**src/hdl/b64c_pkg.sv**
```systemverilog
// ----------------------------------------------------------------------------
// b64c_pkg: shared types, constants and functions of the base64 codec
// Holds the job descriptor passed from front to back, the direction codes
// and the alphabet mapping in both directions.
// ----------------------------------------------------------------------------
package b64c_pkg;

  // Direction register codes
  typedef enum logic {
    DIR_ENCODE = 1'b0,
    DIR_DECODE = 1'b1
  } b64c_dir_e;

  localparam logic [7:0] PAD_CHAR = 8'h3D;  // '='

  // Job queue depth and pointer width
  localparam int unsigned QDEPTH = 4;
  localparam int unsigned QPTR_W = $clog2(QDEPTH);
  localparam int unsigned QCNT_W = $clog2(QDEPTH + 1);

  // One finished group: up to four result bytes, data[0] goes out first
  typedef struct packed {
    logic [3:0][7:0] data;
    logic [1:0]      last_idx;  // index of final byte of the group
    logic            last;      // group closes the stream
    logic            err;       // length error marker
  } b64c_job_t;

  // 6-bit value to alphabet character
  function automatic logic [7:0] enc_char(input logic [5:0] v);
    logic [7:0] c;
    if (v < 6'd26) begin
      c = 8'h41 + {2'b00, v};
    end else if (v < 6'd52) begin
      c = 8'h61 + {2'b00, v} - 8'd26;
    end else if (v < 6'd62) begin
      c = 8'h30 + {2'b00, v} - 8'd52;
    end else if (v == 6'd62) begin
      c = 8'h2B;
    end else begin
      c = 8'h2F;
    end
    return c;
  endfunction

  // Character to 6-bit value; anything outside the alphabet maps to zero
  function automatic logic [5:0] dec_value(input logic [7:0] c);
    logic [7:0] t;
    t = 8'h00;
    if (c >= 8'h41 && c <= 8'h5A) begin
      t = c - 8'h41;
    end else if (c >= 8'h61 && c <= 8'h7A) begin
      t = c - 8'h61 + 8'd26;
    end else if (c >= 8'h30 && c <= 8'h39) begin
      t = c - 8'h30 + 8'd52;
    end else if (c == 8'h2B) begin
      t = 8'd62;
    end else if (c == 8'h2F) begin
      t = 8'd63;
    end
    return t[5:0];
  endfunction

endpackage

```
**src/hdl/b64c_in_if.sv**
```systemverilog
// ----------------------------------------------------------------------------
// b64c_in_if: input channel of the base64 codec
// Valid/ready channel carrying one byte or character per transfer.
// ----------------------------------------------------------------------------
interface b64c_in_if;
  logic       valid;
  logic       ready;
  logic [7:0] in_byte;
  logic       in_last;

  modport source (output valid, output in_byte, output in_last, input ready);
  modport sink   (input valid, input in_byte, input in_last, output ready);
endinterface

```
**src/hdl/b64c_out_if.sv**
```systemverilog
// ----------------------------------------------------------------------------
// b64c_out_if: output channel of the base64 codec
// Valid/ready channel carrying one result byte per transfer.
// ----------------------------------------------------------------------------
interface b64c_out_if;
  logic       valid;
  logic       ready;
  logic [7:0] out_byte;
  logic       out_last;
  logic       length_error;

  modport source (output valid, output out_byte, output out_last,
                  output length_error, input ready);
  modport sink   (input valid, input out_byte, input out_last,
                  input length_error, output ready);
endinterface

```
**src/hdl/b64c_front.sv**
```systemverilog
// ----------------------------------------------------------------------------
// b64c_front: input side of the base64 codec
// Holds the direction register, gathers bytes or characters into groups and
// pushes one job per finished group into the queue.
// ----------------------------------------------------------------------------
module b64c_front (
  input  logic                clk_i,
  input  logic                rst_ni,
  input  logic                cfg_we_i,
  input  logic                cfg_wdata_i,
  b64c_in_if.sink             in_ch,
  input  logic                full_i,
  output logic                push_o,
  output b64c_pkg::b64c_job_t job_o
);
  import b64c_pkg::*;

  b64c_dir_e   dir_q, dir_d;
  logic [23:0] bits_q, bits_d;
  logic [1:0]  fill_q, fill_d;
  logic        pad_q, pad_d;

  logic        accept;
  logic [23:0] enc_bits;
  logic [23:0] dec_bits;
  logic        is_pad;
  logic [1:0]  pad_sub;

  assign in_ch.ready = !full_i;
  assign accept      = in_ch.valid && in_ch.ready;
  assign is_pad      = (in_ch.in_byte == PAD_CHAR);

  // Encode: place the byte at its slot in the group
  always_comb begin
    case (fill_q)
      2'd0:    enc_bits = bits_q | {in_ch.in_byte, 16'h0000};
      2'd1:    enc_bits = bits_q | {8'h00, in_ch.in_byte, 8'h00};
      default: enc_bits = bits_q | {16'h0000, in_ch.in_byte};
    endcase
  end

  // Decode: shift in the next sextet
  assign dec_bits = {bits_q[17:0], dec_value(in_ch.in_byte)};
  assign pad_sub  = in_ch.in_last ? ({1'b0, is_pad} + {1'b0, pad_q}) : 2'd0;

  // Group state and job build
  always_comb begin
    dir_d  = dir_q;
    bits_d = bits_q;
    fill_d = fill_q;
    pad_d  = pad_q;
    push_o = 1'b0;
    job_o  = '0;
    if (cfg_we_i) begin
      dir_d  = b64c_dir_e'(cfg_wdata_i);
      bits_d = '0;
      fill_d = '0;
      pad_d  = 1'b0;
    end else if (accept) begin
      case (dir_q)
        DIR_ENCODE: begin
          if (fill_q < 2'd2 && !in_ch.in_last) begin
            bits_d = enc_bits;
            fill_d = fill_q + 2'd1;
          end else begin
            push_o         = 1'b1;
            job_o.data[0]  = enc_char(enc_bits[23:18]);
            job_o.data[1]  = enc_char(enc_bits[17:12]);
            job_o.data[2]  = (fill_q == 2'd0) ? PAD_CHAR : enc_char(enc_bits[11:6]);
            job_o.data[3]  = (fill_q < 2'd2) ? PAD_CHAR : enc_char(enc_bits[5:0]);
            job_o.last_idx = 2'd3;
            job_o.last     = in_ch.in_last;
          end
        end
        DIR_DECODE: begin
          if (fill_q != 2'd3) begin
            if (in_ch.in_last) begin
              // short final group: one error marker
              push_o         = 1'b1;
              job_o.last_idx = 2'd0;
              job_o.last     = 1'b1;
              job_o.err      = 1'b1;
            end else begin
              bits_d = dec_bits;
              fill_d = fill_q + 2'd1;
              pad_d  = is_pad;
            end
          end else begin
            push_o         = 1'b1;
            job_o.data[0]  = dec_bits[23:16];
            job_o.data[1]  = dec_bits[15:8];
            job_o.data[2]  = dec_bits[7:0];
            job_o.last_idx = 2'd2 - pad_sub;
            job_o.last     = in_ch.in_last;
          end
        end
        default: ;
      endcase
      if (push_o) begin
        bits_d = '0;
        fill_d = '0;
        pad_d  = 1'b0;
      end
    end
  end

  always_ff @(posedge clk_i or negedge rst_ni) begin
    if (!rst_ni) begin
      dir_q  <= DIR_ENCODE;
      bits_q <= '0;
      fill_q <= '0;
      pad_q  <= 1'b0;
    end else begin
      dir_q  <= dir_d;
      bits_q <= bits_d;
      fill_q <= fill_d;
      pad_q  <= pad_d;
    end
  end

  // An encode group never holds three bytes between transfers
  a_enc_fill: assert property (@(posedge clk_i) disable iff (!rst_ni)
    dir_q == DIR_ENCODE |-> fill_q != 2'd3)
    else $error("encode group fill reached three");

endmodule

```
**src/hdl/b64c_fifo.sv**
```systemverilog
// ----------------------------------------------------------------------------
// b64c_fifo: job queue between front and back
// Small circular buffer of group jobs, one push and one pop per cycle.
// ----------------------------------------------------------------------------
module b64c_fifo (
  input  logic                clk_i,
  input  logic                rst_ni,
  input  logic                push_i,
  input  b64c_pkg::b64c_job_t job_i,
  input  logic                pop_i,
  output b64c_pkg::b64c_job_t head_o,
  output logic                full_o,
  output logic                empty_o
);
  import b64c_pkg::*;

  b64c_job_t               mem_q [QDEPTH];
  logic [QPTR_W-1:0]       wr_q, wr_d;
  logic [QPTR_W-1:0]       rd_q, rd_d;
  logic [QCNT_W-1:0]       cnt_q, cnt_d;

  assign full_o  = (cnt_q == QCNT_W'(QDEPTH));
  assign empty_o = (cnt_q == '0);
  assign head_o  = mem_q[rd_q];

  // Pointer and occupancy update
  always_comb begin
    wr_d  = push_i ? wr_q + 1'b1 : wr_q;
    rd_d  = pop_i ? rd_q + 1'b1 : rd_q;
    cnt_d = cnt_q;
    if (push_i && !pop_i) begin
      cnt_d = cnt_q + 1'b1;
    end else if (pop_i && !push_i) begin
      cnt_d = cnt_q - 1'b1;
    end
  end

  always_ff @(posedge clk_i or negedge rst_ni) begin
    if (!rst_ni) begin
      wr_q  <= '0;
      rd_q  <= '0;
      cnt_q <= '0;
    end else begin
      wr_q  <= wr_d;
      rd_q  <= rd_d;
      cnt_q <= cnt_d;
    end
  end

  // Job storage
  always_ff @(posedge clk_i) begin
    if (push_i) begin
      mem_q[wr_q] <= job_i;
    end
  end

  a_no_overflow: assert property (@(posedge clk_i) disable iff (!rst_ni)
    push_i |-> !full_o)
    else $error("job pushed into full queue");

  a_no_underflow: assert property (@(posedge clk_i) disable iff (!rst_ni)
    pop_i |-> !empty_o)
    else $error("job popped from empty queue");

endmodule

```
**src/hdl/b64c_back.sv**
```systemverilog
// ----------------------------------------------------------------------------
// b64c_back: output side of the base64 codec
// Walks the head job one byte per cycle, while the receiver is ready, into
// the output register and releases the job after its final byte.
// ----------------------------------------------------------------------------
module b64c_back (
  input  logic                clk_i,
  input  logic                rst_ni,
  input  b64c_pkg::b64c_job_t head_i,
  input  logic                empty_i,
  output logic                pop_o,
  b64c_out_if.source          out_ch
);
  import b64c_pkg::*;

  logic       valid_q, valid_d;
  logic [7:0] byte_q;
  logic       last_q;
  logic       err_q;
  logic [1:0] idx_q, idx_d;
  logic       load;
  logic       at_end;

  assign load   = !empty_i && (!valid_q || out_ch.ready);
  assign at_end = (idx_q == head_i.last_idx);
  assign pop_o  = load && at_end;

  // Byte index within the head job and output valid
  always_comb begin
    idx_d   = idx_q;
    valid_d = valid_q;
    if (load) begin
      valid_d = 1'b1;
      idx_d   = at_end ? 2'd0 : idx_q + 2'd1;
    end else if (out_ch.ready) begin
      valid_d = 1'b0;
    end
  end

  always_ff @(posedge clk_i or negedge rst_ni) begin
    if (!rst_ni) begin
      valid_q <= 1'b0;
      idx_q   <= '0;
    end else begin
      valid_q <= valid_d;
      idx_q   <= idx_d;
    end
  end

  // Output payload register
  always_ff @(posedge clk_i) begin
    if (load) begin
      byte_q <= head_i.data[idx_q];
      last_q <= head_i.last && at_end;
      err_q  <= head_i.err;
    end
  end

  assign out_ch.valid        = valid_q;
  assign out_ch.out_byte     = byte_q;
  assign out_ch.out_last     = last_q;
  assign out_ch.length_error = err_q;

  // A job part-way through stays at the head of the queue
  a_mid_job_held: assert property (@(posedge clk_i) disable iff (!rst_ni)
    idx_q != 2'd0 |-> !empty_i)
    else $error("job left the queue before its final byte");

  a_err_is_last: assert property (@(posedge clk_i) disable iff (!rst_ni)
    valid_q && err_q |-> last_q)
    else $error("length error marker without end of stream");

endmodule

```
**src/hdl/base64_stream_codec.sv**
```systemverilog
// ----------------------------------------------------------------------------
// base64_stream_codec: streaming base64 encoder and decoder
// Direction set by a one-bit register; front gathers groups, a four-job
// queue decouples it from the back, which emits one result per ready cycle.
// ----------------------------------------------------------------------------
// Usage:
//   cfg_we_i/cfg_wdata_i write the direction (0 encode, 1 decode) while
//   the codec is idle; a write also drops any partial group.
//   in_ch takes one byte (encode) or character (decode) per transfer,
//   in_last marking the end of a stream. out_ch gives one result per
//   transfer; length_error comes with out_last on a short decode stream.
// Timing:
//   The first result of a group is loaded into the output register after
//   the job of that group has been written into the queue. While the
//   receiver is ready the back emits one result per cycle; encoding is
//   bound by the single output port, as three input bytes give four
//   results, and decoding sustains one character per cycle.
// Reset and stall:
//   Reset selects encode and empties the group and the queue. When the
//   receiver stalls, the output register holds and the queue absorbs up to
//   four groups before in_ch.ready drops.
// ----------------------------------------------------------------------------
module base64_stream_codec (
  input  logic       clk_i,
  input  logic       rst_ni,
  input  logic       cfg_we_i,
  input  logic       cfg_wdata_i,
  b64c_in_if.sink    in_ch,
  b64c_out_if.source out_ch
);
  import b64c_pkg::*;

  logic      push;
  logic      pop;
  logic      full;
  logic      empty;
  b64c_job_t job;
  b64c_job_t head;

  b64c_front u_front (
    .clk_i       (clk_i),
    .rst_ni      (rst_ni),
    .cfg_we_i    (cfg_we_i),
    .cfg_wdata_i (cfg_wdata_i),
    .in_ch       (in_ch),
    .full_i      (full),
    .push_o      (push),
    .job_o       (job)
  );

  b64c_fifo u_fifo (
    .clk_i   (clk_i),
    .rst_ni  (rst_ni),
    .push_i  (push),
    .job_i   (job),
    .pop_i   (pop),
    .head_o  (head),
    .full_o  (full),
    .empty_o (empty)
  );

  b64c_back u_back (
    .clk_i   (clk_i),
    .rst_ni  (rst_ni),
    .head_i  (head),
    .empty_i (empty),
    .pop_o   (pop),
    .out_ch  (out_ch)
  );

endmodule
```
**src/flat_wrapper.sv**
```systemverilog
// flat-port wrapper written by rule: the top's interface ports become plain ports
module base64_stream_codec_flat import b64c_pkg::*;
  (clk_i, rst_ni, cfg_we_i, cfg_wdata_i, in_ch_valid, in_ch_in_byte, in_ch_in_last, in_ch_ready, out_ch_valid, out_ch_out_byte, out_ch_out_last, out_ch_length_error, out_ch_ready);
  b64c_in_if in_ch_i ();
  b64c_out_if out_ch_i ();
  input  logic clk_i;
  input  logic rst_ni;
  input  logic cfg_we_i;
  input  logic cfg_wdata_i;
  input wire logic [$bits(in_ch_i.valid)-1:0] in_ch_valid;
  input wire logic [$bits(in_ch_i.in_byte)-1:0] in_ch_in_byte;
  input wire logic [$bits(in_ch_i.in_last)-1:0] in_ch_in_last;
  output wire logic [$bits(in_ch_i.ready)-1:0] in_ch_ready;
  output wire logic [$bits(out_ch_i.valid)-1:0] out_ch_valid;
  output wire logic [$bits(out_ch_i.out_byte)-1:0] out_ch_out_byte;
  output wire logic [$bits(out_ch_i.out_last)-1:0] out_ch_out_last;
  output wire logic [$bits(out_ch_i.length_error)-1:0] out_ch_length_error;
  input wire logic [$bits(out_ch_i.ready)-1:0] out_ch_ready;
  assign in_ch_i.valid = in_ch_valid;
  assign in_ch_i.in_byte = in_ch_in_byte;
  assign in_ch_i.in_last = in_ch_in_last;
  assign in_ch_ready = in_ch_i.ready;
  assign out_ch_valid = out_ch_i.valid;
  assign out_ch_out_byte = out_ch_i.out_byte;
  assign out_ch_out_last = out_ch_i.out_last;
  assign out_ch_length_error = out_ch_i.length_error;
  assign out_ch_i.ready = out_ch_ready;
  base64_stream_codec u_core (.clk_i(clk_i), .rst_ni(rst_ni), .cfg_we_i(cfg_we_i), .cfg_wdata_i(cfg_wdata_i), .in_ch(in_ch_i), .out_ch(out_ch_i));
endmodule
```
**config.mk**
```make
export PLATFORM = sky130hd
export DESIGN_NAME = base64_stream_codec_flat
export DESIGN_NICKNAME = d
export VERILOG_FILES = /design/src/hdl/b64c_pkg.sv /design/src/hdl/b64c_in_if.sv /design/src/hdl/b64c_out_if.sv /design/src/hdl/b64c_front.sv /design/src/hdl/b64c_fifo.sv /design/src/hdl/b64c_back.sv /design/src/hdl/base64_stream_codec.sv /design/src/flat_wrapper.sv
export SDC_FILE = /design/constraint.sdc
export NUM_CORES = 1
export LEC_CHECK = 0
export ABC_CLOCK_PERIOD_IN_PS = 3000
export BUFFER_PORTS_ARGS = -buffer_cell sky130_fd_sc_hd__buf_2
export CORE_ASPECT_RATIO = 0.5
export CORE_MARGIN = 4
export CORE_UTILIZATION = 59
export CTS_BUF_LIST = sky130_fd_sc_hd__clkbuf_4
export DETAILED_ROUTE_END_ITERATION = 6
export PLACE_DENSITY = 0.78
export SYNTH_ARGS = -nofsm -noshare
export SYNTH_HDL_FRONTEND = slang
export SYNTH_SLANG_ARGS = --single-unit
```
**constraint.sdc**
```tcl
create_clock -name clk_i -period 3 [get_ports clk_i]
set_clock_uncertainty 0.05 [all_clocks]
set_input_delay 0.3 -clock clk_i [delete_from_list [all_inputs] [get_ports clk_i]]
set_output_delay 0.3 -clock clk_i [all_outputs]
set_load 0.1 [all_outputs]
```
==> out/metrics.cfg, run 1 <==
[status]
status=finished clean

[global_routing]
grt_max_degree=39
antenna_found_initial=1
grt_usage_pct=29.5
grt_pass1_vias=7354
grt_pass1_wl_um=44100
grt_overflow_total=0

[detailed_routing]
wirelength_um=28300
wl_per_cell_um=24.7
drtAntennaViolNets=0
drtIter0Drc=1030
first_pass_iters=5
viasPerCell=6.68
vias=7653
drc=0

[sta]
tightest_slew_ps=1020
maxSlewHeadroom_pct=32.3
setup_ws_ps=76.6
layout_min_cycle_time_ps=2920
hold_viol=0
period_share_pct=97.4
holdWs_ps=110
setup_violations=0
fmax_mhz=342
maxSlewViolCount=0

[floorplan]
die_h_um=101
start_util_pct=61.3
die_w_um=194
core_mm2=0.0166
rows=33
die_area_mm2=0.0196
ioPinCount=27

[yosys]
async_flop_share_pct=19.8
synth-main-ff-cell=edfxtp_1
synth_cells=820
ys_top_cells_by_area=edfxtp_1 45%, mux4_2 9.7%, dfrtp_1 9.3%, ha_1 3.8%, o21ai_0 2.9%
muxShareOfSynthArea_pct=10.5
yosysWarnings=0
synth_xor_area_share_pct=1.46
yosys-top-cells-count=154 x edfxtp_1, 64 x nand2_1, 59 x o21ai_0, 58 x a21oi_1, 44 x mux4_2
synthAdderAreaFrac_pct=4.00
synth-simple-area-share_pct=10.8
synth_compound_area_share_pct=15.1
synth_cell_types=81
synth_area_mm2=0.0102
synth_edf_count=154
yosysMostFrequentCell=edfxtp_1
yosysSeqAreaShare_pct=54.6
ys_ff_latch=192
syn_area_per_cell_um2=12.4
netlist.top_cell.by_area=edfxtp_1
yosys.area.top_type_share_pct=45.3
synth_top_family_by_area=compound AO/OA/AOI/OAI gates

[run]
drv_cap=0

[finish]
drive_gt1_share_pct=24.3
multi_input_area_mm2=0.00439
syn2layout_area_growth_pct=12.8
fin_cells=1146
final_core_util_pct=69.1
n_fill_cell=1173
final_net_count=952
seq_area_mm2=0.00558

[clocking]
clockRootBuffer=clkbuf_4
clk_pin_slew_ps=190
numCtsBuffers=17
cts_max_level=4
cts_sinks=192
clockBufferDepth=2
clk_latency_ps=590
cts_tree=done

[place]
dp.cells=1104
dp_slack_ps=-10.4
place_hpwl_um=19100
io_buffers=26
gp_congestion=0.995

[worst_setup_path]
cp.required_ps=3380
critPathSlowestCell=a221oi_1
arrival_ps=3310
critical_path_class=register to register
r2r-end=u_core.u_fifo.mem_q[3][4]
start_kind=register
rrSetupSlack_ps=80
r2r_cells=5
critPathMaxStageDelay_ps=700
cp-end-kind=register
r2r_start=u_core.u_fifo.cnt_q[2]
path_cells=or3b_1 -> and3b_1 -> nand3b_1 -> a221oi_1 -> buf_4
cp_max_fo=11

[min_path]
min_path_cells=4
min_from=in_ch_in_last
hold_end=u_core.u_front.pad_q
hold_class=primary input to register

[power_and_ir_drop]
max-vdd-ir-drop_mv=0.867
leakagePower_nw=4.26
powerDensity_mw_per_mm2=726
fin_total_pwr_mw=8.36

==> layer usage <==
layer	global-route usage (%)	wire length [um]	vias to the layer above
li1	-	-	3351
met5	0	0	-
met3	6.21	3120	40
met4	6.37	481	0
met1	44.4	12000	3788
met2	45.3	12800	474
==> report_power, final <==
group | switching [mW] | internal (mW)
Sequential | 0.169 | 3.21
Clock | 1.11 | 0.505
Combinational | 2.10 | 1.27
Total | 3.38 | 4.98
==> flip-flops by register name (all words and copies together) (netlist names), 2 cells and up <==
signal and cells:
u_core.u_back.out_ch.out_byte 8, u_core.u_fifo.wr_q 2, u_core.u_fifo.mem_q 144, u_core.u_fifo.cnt_q 3, u_core.u_fifo.rd_q 2, u_core.u_front.bits_q 24
u_core.u_front.fill_q 2, u_core.u_back.idx_q 2
==> cells by family (layout without fill, tap and decap cells) <==
| family | after synthesis | in the layout |
|---|---|---|
| AOI/OAI and AO/OA | 233 | 233 |
| and+or+nand+nor | 211 | 211 |
| DFF | 192 | 192 |
| buffers and inverters | 82 | 177 |
| muxes | 52 | 52 |
| adders and majority gates | 32 | 32 |
| xor gates and xnor gates | 17 | 17 |
| other | 1 | 5 |
==> what timing repair did <==
item,4_1_cts,5_1_grt
hold buffers,6,0
resized for setup,2,18
endpoints found under the hold margin,42,0
pin swaps,0,6
setup endpoints to repair,8,64
buffers inserted,0,3
==> worst max-delay path: cells and delay by family, from the launching register on <==
family	cells	cell delay, ps
AOI/OAI and AO/OA	1	700
buffers and inverters	1	260
DFF	1	450
and+or+nand+nor	3	1300
==> stage by stage <==
stage	area, um^2	setup TNS, ps
6_report	11500	0
4_1_cts	11400	0
2_1_floorplan	10200	0
3_3_place_gp	11000	0
3_5_place_dp	11000	-68.6
5_1_grt	11500	-109
==> final cells by class <==
| cell class | instances | area share, % |
|---|---|---|
| Clock inverter | 15 | 1.96 |
| Antenna cell | 1 | 0.0218 |
| Multi-Input combinational cell | 549 | 38.2 |
| Clock buffer | 17 | 1.11 |
| Timing Repair Buffer | 107 | 6.55 |
| Tap cell | 227 | 2.47 |
| Sequential cell | 192 | 48.5 |
| Inverter | 38 | 1.24 |
==> cell usage in the layout (no fill, tap or decap), drive strengths merged, types with 11 or more instances in the layout <==
cell type	count
nand3	13
nand2	65
inv	44
ha	31
a21oi	63
nor2	40
dfrtp	38
nor3	22
buf	101
edfxtp	154
mux4	44
clkbuf	17
xnor2	12
a21o	16
o21ai	60
nor4	11
a22o	14
==> worst max path at each step <==
stage                             startpoint                          to  slack (ps)  cells past startpoint
floorplan           u_core.u_front.fill_q[1]   u_core.u_fifo.mem_q[0][9]          10                     14
global placement    u_core.u_front.fill_q[1]  u_core.u_fifo.mem_q[2][25]          30                     12
detailed placement  u_core.u_front.fill_q[1]  u_core.u_fifo.mem_q[3][25]         -10                     12
CTS                 u_core.u_front.fill_q[0]  u_core.u_fifo.mem_q[3][30]          20                     11
global route          u_core.u_fifo.cnt_q[2]   u_core.u_fifo.mem_q[1][4]         -30                      5
finish                u_core.u_fifo.cnt_q[2]   u_core.u_fifo.mem_q[3][4]          80                      5
No activity file was read; power rests on OpenSTA's default activity.
==> run 2: changes to the inputs <==
--- a/config.mk
+++ b/config.mk
@@ -7,10 +7,13 @@
 export LEC_CHECK = 0
 export ABC_CLOCK_PERIOD_IN_PS = 3000
 export BUFFER_PORTS_ARGS = -buffer_cell sky130_fd_sc_hd__buf_2
+export CELL_PAD_IN_SITES_DETAIL_PLACEMENT = 1
+export CELL_PAD_IN_SITES_GLOBAL_PLACEMENT = 1
 export CORE_ASPECT_RATIO = 0.5
 export CORE_MARGIN = 4
-export CORE_UTILIZATION = 59
+export CORE_UTILIZATION = 49
 export CTS_BUF_LIST = sky130_fd_sc_hd__clkbuf_4
+export CTS_CLUSTER_SIZE = 30
 export DETAILED_ROUTE_END_ITERATION = 6
 export PLACE_DENSITY = 0.78
 export SYNTH_ARGS = -nofsm -noshare
==> out/metrics.cfg, run 2 (synthesis gave the netlist of run 1 again) <==
[status]
status=finished clean

[worst_setup_path]
critical_path_class=register to register
path_cells=inv_4 -> ha_4 -> or2_4 -> buf_4 -> a21oi_4 -> nor2_2 -> inv_2 -> ha_2 -> a32o_2 -> o21ai_4 -> a211o_1 -> a2111oi_4
cp_max_fo=8  ; -3
critPathMaxStageDelay_ps=480  ; -220 ps
critPathSlowestCell=dfrtp_2
path_delay_family=compound AO/OA/AOI/OAI gates
start_kind=register
worst-path-buf-inv=3  ; +2
cp.required_ps=3310  ; -70 ps
cp-end-kind=register
arrival_ps=3310  ; about the same

[floorplan]
rows=36  ; +9.1%
die_h_um=110  ; +9.0%
start_util_pct=51.1  ; -10 points
die_area_mm2=0.0233  ; +19%
core_mm2=0.0200  ; +20%
die_w_um=212  ; +9.3%
ioPinCount=27  ; unchanged

[sta]
tightest_slew_ps=1050  ; +36.4 ps
setup_tns_ps=0  ; unchanged
setup_ws_ps=2.16  ; -74.4 ps
fmax_mhz=334  ; -2.5%
rsz0062_at_grt=yes
layout_min_cycle_time_ps=3000  ; +74.4 ps
setup_violations=0  ; unchanged
hold_viol=0  ; unchanged
maxSlewViolCount=0  ; unchanged
holdWs_ps=221  ; +111 ps
period_share_pct=99.9  ; +2.5 points
maxSlewHeadroom_pct=29.9  ; -2.4 points

[detailed_routing]
drtIter0Drc=877  ; -15%
first_pass_iters=7  ; +2
viasPerCell=6.39  ; -4.3%
vias=7647  ; -0.078%
wirelength_um=31200  ; +10%
drtAntennaViolNets=0  ; unchanged
wl_per_cell_um=26.1  ; +5.5%
drc=0  ; unchanged

[finish]
fin_area_mm2=0.0117  ; +1.9%
final_common_cell=edfxtp_1
largest_reg_flops=144  ; unchanged
drive_gt1_share_pct=27.2  ; +2.9 points
final_net_count=962  ; +1.1%
syn2layout_area_growth_pct=14.9
n_fill_cell=2008  ; +71%
top_register=u_core.u_fifo.mem_q
final_cell_mix=154 x edfxtp_1, 79 x buf_4, 64 x nand2_1

[power_and_ir_drop]
leakagePower_nw=4.28  ; +0.62%
swShare_pct=39.3  ; -1.1 points
fin_total_pwr_mw=8.30  ; -0.69%
p_clk_share_pct=17.7  ; -1.6 points
seqPwrFrac_pct=40.4  ; about the same
max-vdd-ir-drop_mv=0.448  ; -48%
power.switching_mw=3.26  ; -3.5%
p_int_mw=5.04  ; +1.2%
comb_power_share_pct=41.8  ; +1.5 points
powerDensity_mw_per_mm2=708  ; -2.5%

[global_routing]
grt_pass1_vias=7699  ; +4.7%
grt_usage_pct=27.3  ; -2.3 points
grt_pass1_wl_um=47500  ; +7.9%
grt_overflow_total=0  ; unchanged
antenna_found_initial=1  ; unchanged
grt_max_degree=39  ; unchanged

[place]
io_buffers=26  ; unchanged
place_area_mm2=0.0111  ; +0.83%
dp_slack_ps=10.1  ; +20.5 ps
gp_congestion=0.944  ; -5.1%
place_hpwl_um=22200  ; +17%

[run]
drv_cap=0  ; unchanged

[clocking]
clockBufferDepth=2  ; unchanged
cts_sinks=192  ; unchanged
cts_max_level=4  ; unchanged
cts_tree=done
clk_pin_slew_ps=160  ; -30 ps
clk_latency_ps=610  ; +20 ps
numCtsBuffers=17  ; unchanged
clockRootBuffer=clkbuf_4

[min_path]
hold_class=primary input to register

-- run 2: cell types whose count changed in the layout (fill, tap and decap cells not counted), moves of 3 or more --
cell        change
buf_12          +4
inv_1           -3
buf_4           +4
a21oi_1         -3
clkinvlp_4      +3
clkinv_8        -5
inv_6           +3
ha_1            -3
nor3_1          -4
inv_8           -4
a21oi_2         +3
nor3_2          +4
-- run 2: path summary, 6_finish.rpt --
path	slack [ps]	depth (start not counted)	endpoint	from
max	2	12	u_core.u_fifo.mem_q[2][9]	u_core.u_front.fill_q[0]
min	220	4	u_core.u_front.pad_q	in_ch_in_last
max reg2reg	2	12	u_core.u_fifo.mem_q[2][9]	u_core.u_front.fill_q[0]
min reg2reg	460	1	u_core.u_fifo.cnt_q[2]	u_core.u_fifo.cnt_q[2]
max in group asynchronous	1810	2	u_core.u_front.fill_q[0]	rst_ni
min in group asynchronous	330	2	u_core.u_fifo.wr_q[1]	rst_ni
-- run 2: worst min-delay path, cell delays in order --
cell     delay [ps]
buf_2           240
nor3_1          110
nand2_1          90
a21oi_1          90
-- run 2: metrics by stage --
step	instances	util [%]
finish	1196	58.7
global route	1195	58.7
CTS	1183	57.4
detailed placement	1142	55.5
global placement	1142	55.5
floorplan	823	-
-- run 2: cell type report --
| class | count | area (um^2) | area share [%] |
|---|---|---|---|
| clock buffers | 19 | 143 | 1.22 |
| repair buffers | 117 | 878 | 7.49 |
| diodes | 2 | 5.00 | 0.0427 |
| well taps | 266 | 333 | 2.84 |
| flip-flops and latches | 192 | 5580 | 47.6 |
| clock inverters | 13 | 154 | 1.31 |
| multi-input cells | 549 | 4480 | 38.2 |
| inverters | 38 | 148 | 1.26 |
-- run 2: power by group through the flow --
stage               Combinational, mW  Sequential [mW]  Clock, mW
global route                     3.69             3.38       1.62
finish                           3.47             3.35       1.47
CTS                              3.37             3.35       1.49
global placement                 3.24             3.39          0
floorplan                        1.91             3.90          0
detailed placement               3.33             3.41          0
-- run 2: what timing repair did --
action	4_1_cts	5_1_grt
endpoints found under the setup margin	18	85
setup buffers	2	11
resized for setup	5	45
pin swaps	5	9
hold buffers	7	0
endpoints found under the hold margin	42	0
cloned	0	0
-- run 2: per-layer routing --
| metal | global-route usage (%) | routed length, um | vias to the layer above |
|---|---|---|---|
| li1 | - | - | 3350 |
| met1 | 40.1 | 14100 | 3992 |
| met2 | 43.9 | 14800 | 284 |
| met3 | 4.69 | 2060 | 21 |
| met4 | 4.81 | 222 | 0 |
| met5 | 0 | 0 | - |
==> run 3: changes to the inputs <==
--- a/config.mk
+++ b/config.mk
@@ -18,4 +18,5 @@
 export PLACE_DENSITY = 0.78
 export SYNTH_ARGS = -nofsm -noshare
 export SYNTH_HDL_FRONTEND = slang
+export SYNTH_HIERARCHICAL = 1
 export SYNTH_SLANG_ARGS = --single-unit
==> out/metrics.cfg, run 3 <==
[status]
status=finished clean

[finish]
final_net_count=932  ; -3.1%
drive_gt1_share_pct=26.4  ; -0.76 points
final_common_cell=edfxtp_1
final_cell_mix=154 x edfxtp_1, 70 x nand2_1, 59 x buf_4
syn2layout_area_growth_pct=12.9
final_core_util_pct=56.3  ; -2.5 points
fin_area_mm2=0.0115  ; -1.5%
top_register=u_core/u_fifo/mem_q
largest_reg_flops=144  ; unchanged
fin_cells=1172  ; -2.0%

[yosys]
synth_cell_types=78  ; -3.7%
yosys.area.top_type_share_pct=45.3  ; -0.072 points
synth_area_mm2=0.0102  ; +0.16%
netlist.top_cell.by_area=edfxtp_1
synth_cells=815  ; -0.61%
yosysWarnings=6  ; +6
yosys-top-cells-count=154 x edfxtp_1, 70 x nand2_1, 56 x a21oi_1, 43 x mux4_2, 42 x nor2_1
syn-num-nets=862
ys_top_cells_by_area=edfxtp_1 45%, mux4_2 9.5%, dfrtp_1 9.3%, ha_1 3.8%, a21oi_1 2.7%
ys_ff_latch=192  ; unchanged
async_flop_share_pct=19.8  ; unchanged
synth-main-ff-cell=edfxtp_1
yosysMostFrequentCell=edfxtp_1
synth_edf_count=154  ; unchanged
syn_area_per_cell_um2=12.5  ; +0.77%
yosysSeqAreaShare_pct=54.6  ; -0.087 points

[clocking]
clk_latency_ps=630  ; +20 ps
cts_sinks=192  ; unchanged
cts_max_level=4  ; unchanged
clockBufferDepth=2  ; unchanged
cts_tree=done
clk_pin_slew_ps=170  ; about the same
clockRootBuffer=clkbuf_4
numCtsBuffers=17  ; unchanged

[detailed_routing]
wirelength_um=29600  ; -5.2%
viasPerCell=6.33  ; -1.0%
wl_per_cell_um=25.2  ; -3.3%
vias=7415  ; -3.0%
drtIter0Drc=704  ; -20%
drc=0  ; unchanged
first_pass_iters=5  ; -2
drtAntennaViolNets=0  ; unchanged

[power_and_ir_drop]
powerDensity_mw_per_mm2=731  ; +3.3%
p_int_mw=5.02  ; -0.40%
comb_power_share_pct=42.8  ; +1.0 points
seqPwrFrac_pct=39.9  ; -0.5 points
p_clk_share_pct=17.3  ; -0.4 points
power.switching_mw=3.42  ; +5.0%
leakagePower_nw=4.16  ; -2.8%
max-vdd-ir-drop_mv=0.499  ; +11%
swShare_pct=40.5  ; +1.3 points

[worst_setup_path]
critPathLaunch=u_core/u_front/fill_q[1]
rrSetupSlack_ps=50  ; +50 ps
arrival_ps=3240  ; -70 ps
r2r-end=u_core/u_fifo/mem_q[1][31]
cp.required_ps=3280  ; -30 ps
crit_path_end=u_core/u_fifo/mem_q[1][31]
critical_path_class=register to register
r2r_start=u_core/u_front/fill_q[1]
r2r_cells=13  ; +1
cp_max_fo=15  ; +7
start_kind=register
cp-end-kind=register

[floorplan]
core_mm2=0.0205  ; +2.8%
die_h_um=110  ; about the same
die_area_mm2=0.0234  ; +0.15%
rows=37  ; +2.8%
start_util_pct=49.8  ; -1.3 points
die_w_um=212  ; about the same
ioPinCount=27  ; unchanged

[global_routing]
grt_usage_pct=25.9  ; -1.4 points
antenna_found_initial=1  ; unchanged
grt_overflow_total=0  ; unchanged
grt_max_degree=44  ; +13%
grt_pass1_wl_um=45000  ; -5.4%
grt_pass1_vias=7546  ; -2.0%

[sta]
fmax_mhz=339  ; +1.6%
layout_min_cycle_time_ps=2950  ; -45.8 ps
maxSlewHeadroom_pct=27.4  ; -2.5 points
hold_viol=0  ; unchanged
maxSlewViolCount=0  ; unchanged
setup_violations=0  ; unchanged
period_share_pct=98.4  ; -1.5 points
tightest_slew_ps=1090  ; +32.9 ps

[place]
place_hpwl_um=20800  ; -6.5%
io_buffers=26  ; unchanged
gp_congestion=0.908  ; -3.8%
place_area_mm2=0.0109  ; -1.3%
dp.cells=1125  ; -1.5%

[min_path]
hold_class=primary input to register

[run]
drv_cap=0  ; unchanged

-- run 3: changes by cell type after synthesis, sizes merged, moves of 5 or more --
cell    change
o21ai      -12
a21o        -6
o211ai      +6
buf         +5
clkbuf      -5
nand2       +5
nor2        +5
nor4        -5
xnor2       +5
-- run 3: through the flow --
| stage | worst slack [ps] | power [mW] | TNS (ps) | hold WS, ps |
|---|---|---|---|---|
| 4_1_cts | 2.49 | 8.36 | 0 | 104 |
| 3_3_place_gp | 79.2 | 6.74 | 0 | 421 |
| 2_1_floorplan | 9.24 | 6.02 | 0 | -45.6 |
| 5_1_grt | -30.7 | 8.86 | -202 | 94.4 |
| 6_report | 47.9 | 8.44 | 0 | 151 |
| 3_5_place_dp | -71.3 | 6.89 | -815 | 449 |
-- run 3: how the worst min path moves through the flow --
| stage | start | cells past startpoint | to |
|---|---|---|---|
| 2_1_floorplan | rst_ni | 0 | u_core/u_back/idx_q[0] |
| 3_3_place_gp | u_core/u_fifo/cnt_q[2] | 1 | u_core/u_fifo/cnt_q[2] |
| 3_5_place_dp | u_core/u_fifo/cnt_q[2] | 1 | u_core/u_fifo/cnt_q[2] |
| 4_1_cts | in_ch_valid | 4 | u_core/u_front/pad_q |
| 5_1_grt | in_ch_in_last | 4 | u_core/u_front/pad_q |
| 6_report | in_ch_in_last | 4 | u_core/u_front/pad_q |
-- run 3: logic make-up (layout without fill, tap and decap cells) --
kind of cell    after synthesis  in the layout  synth area share (%)
other cells                   1              2                0.0367
fa+ha+maj                    32             32                  3.99
mux                          50             50                  10.4
buf+inv                      79            162                  3.80
flops                       192            192                  54.6
simple gates                218            218                  10.7
xor+xnor                     26             26                  2.23
compound gates              217            217                  14.3
-- run 3: critical path, stage by stage (launching register included) --
cell and delay (ps):
dfrtp_1 420, inv_2 120, ha_2 220, buf_6 200, nor2_4 90, buf_4 140, a21oi_2 160, inv_1 80
ha_2 230, a31oi_2 230, o21ai_4 120, buf_4 190, nor3_2 280, nor3_2 130
-- run 3: what timing repair did --
item / 4_1_cts / 5_1_grt
hold buffers: 5 / 0
hold endpoints to repair: 41 / 0
gates cloned: 0 / 0
pin swaps: 1 / 5
buffers inserted: 2 / 7
gates resized for setup: 9 / 32
endpoints found under the setup margin: 22 / 78
-- run 3: power groups by stage --
stage / Combinational [mW] / Sequential, mW / Clock [mW]
final: 3.61 / 3.37 / 1.46
after global routing: 3.84 / 3.40 / 1.63
after CTS: 3.50 / 3.37 / 1.49
after detailed placement: 3.46 / 3.43 / 0
after global placement: 3.35 / 3.40 / 0
after floorplan: 2.12 / 3.90 / 0
-- run 3: metal layers --
layer,vias up,GRT usage (%),wire length [um]
met5,-,0,0
met3,38,4.78,2020
li1,3273,-,-
met4,0,7.90,543
met2,304,40.9,14000
met1,3800,37.2,13100
-- run 3: area by class of cell --
class,count,area [um^2]
tap,273,342
inverter,35,134
clock buffer,17,128
multi-input combinational,544,4460
antenna,1,2.50
timing repair buffer,95,714
clock inverter,15,188
sequential,192,5580
fill,2091,8970
